==> src/cbc_pkg.sv <==
// shared types, codes and helper functions for the cartridge bank controller
// no dependencies; imported by every module of the block
package cbc_pkg;

    // storage sizes (internal ram is a power of two in bytes)
    localparam int RAM_BYTES        = 131072;
    localparam int RAM_AW           = $clog2(RAM_BYTES);
    localparam int TICKS_PER_SECOND = 4194304;
    localparam int SUB_W            = (TICKS_PER_SECOND > 1) ? $clog2(TICKS_PER_SECOND) : 1;

    // channel widths
    localparam int S_DATA_W = 24;
    localparam int M_DATA_W = 32;
    localparam int CFG_IDX_W = 3;
    localparam int CFG_DAT_W = 4;

    // controller kinds
    localparam logic [1:0] CK_NONE  = 2'd0;
    localparam logic [1:0] CK_MODE1 = 2'd1;
    localparam logic [1:0] CK_MODE3 = 2'd2;
    localparam logic [1:0] CK_MODE5 = 2'd3;

    // request commands
    localparam logic [1:0] CMD_READ  = 2'd0;
    localparam logic [1:0] CMD_WRITE = 2'd1;
    localparam logic [1:0] CMD_TICK  = 2'd2;

    // result kinds
    localparam logic [1:0] KIND_ROM  = 2'd0;
    localparam logic [1:0] KIND_DATA = 2'd1;
    localparam logic [1:0] KIND_NONE = 2'd2;

    // configuration register indexes
    localparam logic [CFG_IDX_W-1:0] CFG_KIND   = 3'd0;
    localparam logic [CFG_IDX_W-1:0] CFG_ROM    = 3'd1;
    localparam logic [CFG_IDX_W-1:0] CFG_RAM    = 3'd2;
    localparam logic [CFG_IDX_W-1:0] CFG_CLOCK  = 3'd3;
    localparam logic [CFG_IDX_W-1:0] CFG_RUMBLE = 3'd4;

    // ram size codes
    localparam logic [2:0] RSZ_2K   = 3'd1;
    localparam logic [2:0] RSZ_8K   = 3'd2;
    localparam logic [2:0] RSZ_32K  = 3'd3;
    localparam logic [2:0] RSZ_128K = 3'd4;
    localparam logic [2:0] RSZ_64K  = 3'd5;

    // read data source of a result
    localparam logic [1:0] SRC_FF  = 2'd0;
    localparam logic [1:0] SRC_RAM = 2'd1;
    localparam logic [1:0] SRC_CLK = 2'd2;

    // controller to datapath commands
    typedef struct packed {
        logic clear;   // write one cleared ram byte
        logic accept;  // capture the incoming request
        logic exec;    // decode and apply the captured request
        logic finish;  // load the result into the output register
    } t_dp_cmd;

    // datapath to controller status
    typedef struct packed {
        logic clr_last;   // clearing pass at its last byte
        logic out_stall;  // output register full and not taken
    } t_dp_stat;

    // writable bits of each clock register
    function automatic logic [7:0] clock_mask(input logic [2:0] idx);
        logic [7:0] m;
        case (idx)
            3'd0:    m = 8'h3F;
            3'd1:    m = 8'h3F;
            3'd2:    m = 8'h1F;
            3'd3:    m = 8'hFF;
            3'd4:    m = 8'hC1;
            default: m = 8'h00;
        endcase
        return m;
    endfunction

    // address mask of the ram for a size code, capped at the built ram
    function automatic logic [RAM_AW-1:0] ram_mask(input logic [2:0] code);
        logic [17:0] s;
        case (code)
            RSZ_2K:   s = 18'h00800;
            RSZ_8K:   s = 18'h02000;
            RSZ_32K:  s = 18'h08000;
            RSZ_128K: s = 18'h20000;
            RSZ_64K:  s = 18'h10000;
            default:  s = 18'h00001;
        endcase
        if (s > 18'(RAM_BYTES)) s = 18'(RAM_BYTES);
        return RAM_AW'(s - 18'd1);
    endfunction

    // size code that maps any ram at all
    function automatic logic ram_present(input logic [2:0] code);
        return (code >= RSZ_2K) && (code <= RSZ_64K);
    endfunction

endpackage

==> src/cbc_ctrl.sv <==
// controller state machine: ram clearing pass, request accept, execute, result load
// depends on cbc_pkg for the command and status structs
module cbc_ctrl (
    input  logic              i_clk,
    input  logic              i_rst_n,
    input  logic              i_req_valid,
    input  cbc_pkg::t_dp_stat i_stat,
    output logic              o_req_ready,
    output cbc_pkg::t_dp_cmd  o_cmd
);
    import cbc_pkg::*;

    localparam logic [1:0] ST_CLEAR = 2'd0;
    localparam logic [1:0] ST_IDLE  = 2'd1;
    localparam logic [1:0] ST_EXEC  = 2'd2;
    localparam logic [1:0] ST_DONE  = 2'd3;

    logic [1:0] r_state;
    logic [1:0] n_state;

    // next state
    always_comb begin
        n_state = r_state;
        unique case (r_state)
            ST_CLEAR: if (i_stat.clr_last) n_state = ST_IDLE;
            ST_IDLE:  if (i_req_valid) n_state = ST_EXEC;
            ST_EXEC:  n_state = ST_DONE;
            ST_DONE:  if (!i_stat.out_stall) n_state = ST_IDLE;
            default:  n_state = ST_CLEAR;
        endcase
    end

    always_ff @(posedge i_clk) begin
        if (!i_rst_n) begin
            r_state <= ST_CLEAR;
        end else begin
            r_state <= n_state;
        end
    end

    // commands to the datapath
    assign o_req_ready  = (r_state == ST_IDLE);
    assign o_cmd.clear  = (r_state == ST_CLEAR);
    assign o_cmd.accept = (r_state == ST_IDLE) && i_req_valid;
    assign o_cmd.exec   = (r_state == ST_EXEC);
    assign o_cmd.finish = (r_state == ST_DONE) && !i_stat.out_stall;

endmodule

==> config.mk <==
export PLATFORM = sky130hd
export DESIGN_NAME = cbc_ctrl
export DESIGN_NICKNAME = d
export VERILOG_FILES = /design/src/cbc_pkg.sv /design/src/cbc_ctrl.sv
export SDC_FILE = /design/constraint.sdc
export NUM_CORES = 1
export LEC_CHECK = 0
export ABC_CLOCK_PERIOD_IN_PS = 2200
export BUFFER_PORTS_ARGS = -buffer_cell sky130_fd_sc_hd__buf_4
export CAP_MARGIN = 20
export CORE_AREA = 4 4 41 43
export CTS_CLUSTER_DIAMETER = 40
export DETAILED_ROUTE_END_ITERATION = 8
export DIE_AREA = 0 0 45 47
export SETUP_SLACK_MARGIN = 0.5
export SLEW_MARGIN = 30
export SYNTH_ARGS = -nofsm -noshare
export SYNTH_HDL_FRONTEND = slang
export SYNTH_SLANG_ARGS = --single-unit
==> constraint.sdc <==
create_clock -name i_clk -period 2.2 [get_ports i_clk]
set_input_delay 0.22 -clock i_clk [delete_from_list [all_inputs] [get_ports i_clk]]
set_output_delay 0.22 -clock i_clk [all_outputs]
set_load 0.01 [all_outputs]
==> metrics <==
status=completed; CTS Buf Count=3; Setup crit end kind=output port; Vias=165; sequential area share after synthesis=21.3%; Hold WS=0.281 ns; PwrDens=1100 mW/mm^2; skew final=0.00237 ns; area of the multi-input gates=133 um^2; LEAKAGE=0.154 nW; Final period util=64.1%; overall global routing resource usage=4.42%; CP startpoint kind=flop; max-cap violations=0; IR Drop Worst-Case VDD=316 uV; Initial Util=14.4%; # rows=13; worst skew pair latency=0.22 ns; commonest non-fill, non-tap cell in the layout=buf_4; initial DRC count=4; Slew Limit Fails=0; CTS tree=yes; Setup Crit Path Kind=reg -> out; Netlist Area Pre-Place=188 um^2; Post-CTS Setup Inserts=0; largest net degree at the start of global routing=6; clock-pin slew on the worst setup and hold paths=0.03 ns; pre-CTS WS=1.01 ns; Slew @ Worst Pin=0.230 ns; layout cells sized above 1=42.4%; Crit-path slowest cell=dfxtp_1; number of global-route vias before repair=165; fmax=0.709 GHz; CP required=1.98 ns; WL/cell=7.31 um; Pre-antenna DRT Iters=2; Core Area=0.00130 mm^2; Reg area=40.0 um^2; Filler cells=148; Die Area=0.00212 mm^2; setup violators final=0; antenna violations before repair=0; max FFs per register=2; slowest stage delay, CP=0.37 ns; Min-Delay Path Class=in -> reg; Layout Nets=45; Final Hold Fails=0; unrepaired setup endpoints after global routing=no; hold buffers post-CTS=0; global route overflow=0; Mean Syn Cell Area=8.94 um^2; # diodes=0; placed insts=45; GPL Wtd Cong=0.663; first-pass GRT wire length=586 um; Residual DRC=0; Sinks on Clock Net=2; Ys Warns=0; Final Worst Setup Slack=0.789 ns; most frequent cells in the layout=buf_4, ha_1, inv_1, nand2_1, clkbuf_4; post-layout instance count excluding filler cells=48; Arrival @ worst endpoint=1.19 ns; Design Power=327 uW; Crit path buffers/inverters=2; Distinct cells, synth=9; routed vias/inst=3.44; Clock Tree Buf Depth=2; biggest regs=r_state x2; H-tree Lvls=1; synthesized instance count=21; I/O Buffers=9; final wirelength=351 um; CTS Root Cell=clkbuf_4; fin crit period=1.41 ns; area grow syn2layout=58.0%; slew margin rel.=84.7%; CP Max Fanout=4; delay-heaviest family, CP=flip-flops; Biggest register=r_state; DP HPWL=283 um; Syn Nets=31; Die H=47 um; IO Pins=10; Antenna Nets Post-Route=0; Synth Register Bits=2; CTS resizes=0; final setup TNS=0 ns; cell-by-cell trace of the critical path=inv_1, ha_1, and2_2, buf_4; die width=45 um
-- cell type report --
type                    instances  share of cell area [%]
clock buffers                   3                    7.59
inverters                       4                    5.06
repair buffers                  9                    22.8
well taps                      15                    6.33
flip-flops and latches          2                    13.5
multi-input cells              15                    44.7
-- cell usage after synthesis, drive strengths merged --
master  instances  share of area, %
inv             4               8.0
ha              5                33
nand2           4               8.0
mux2i           2                11
nand2b          1               3.3
nor2b           1               3.3
and2            1               4.0
o221ai          1               8.0
dfxtp           2                21
-- report_power, final --
part	leakage (nW)	internal [mW]	total [mW]	switching, mW
sequential	0.0166	0.0516	0.0695	0.0178
clock	0.0138	0.0601	0.0804	0.0203
combinational	0.124	0.0939	0.177	0.0831
total	0.154	0.206	0.327	0.121
-- final timing paths --
| kind | cells past startpoint | startpoint | slack, ns | to |
|---|---|---|---|---|
| min reg2reg | 2 | r_state[1]$_SDFFE_PN0P_ | 0.50 | r_state[1]$_SDFFE_PN0P_ |
| max reg2reg | 5 | r_state[1]$_SDFFE_PN0P_ | 1.05 | r_state[1]$_SDFFE_PN0P_ |
| max | 4 | r_state[1]$_SDFFE_PN0P_ | 0.79 | o_cmd[2] |
| min | 3 | i_rst_n | 0.28 | r_state[1]$_SDFFE_PN0P_ |
-- cell families (layout without fill, tap and decap cells) --
| family | after synthesis | after routing | share of synthesized area (%) |
|---|---|---|---|
| fa+ha+maj | 5 | 5 | 33.3 |
| mux | 2 | 2 | 10.7 |
| simple gates | 7 | 7 | 18.7 |
| compound gates | 1 | 1 | 8.00 |
| flops | 2 | 2 | 21.3 |
| buf+inv | 4 | 16 | 8.00 |
-- metrics by stage --
stage	utilization [%]	cell area [um^2]
2_1_floorplan	-	188
6_report	22.8	297
3_3_place_gp	21.1	274
3_5_place_dp	21.1	274
4_1_cts	22.8	297
5_1_grt	22.8	297
-- routing by layer --
| metal | GRT usage [%] | vias to the layer above | share of wire, % |
|---|---|---|---|
| li1 | - | 90 | - |
| met1 | 3.85 | 64 | 43 |
| met2 | 5.37 | 11 | 34 |
| met3 | 6.51 | 0 | 23 |
| met4 | 1.75 | 0 | 0 |
| met5 | 0 | - | 0 |
-- tightest hold or removal path: cells and delay by family --
| family | cells | cell delay (ns) |
|---|---|---|
| buffers and inverters | 1 | 0.12 |
| multiplexers | 1 | 0.05 |
| AND/OR/NAND/NOR | 1 | 0.06 |
Note: power is estimated with default switching activity, not from simulation.
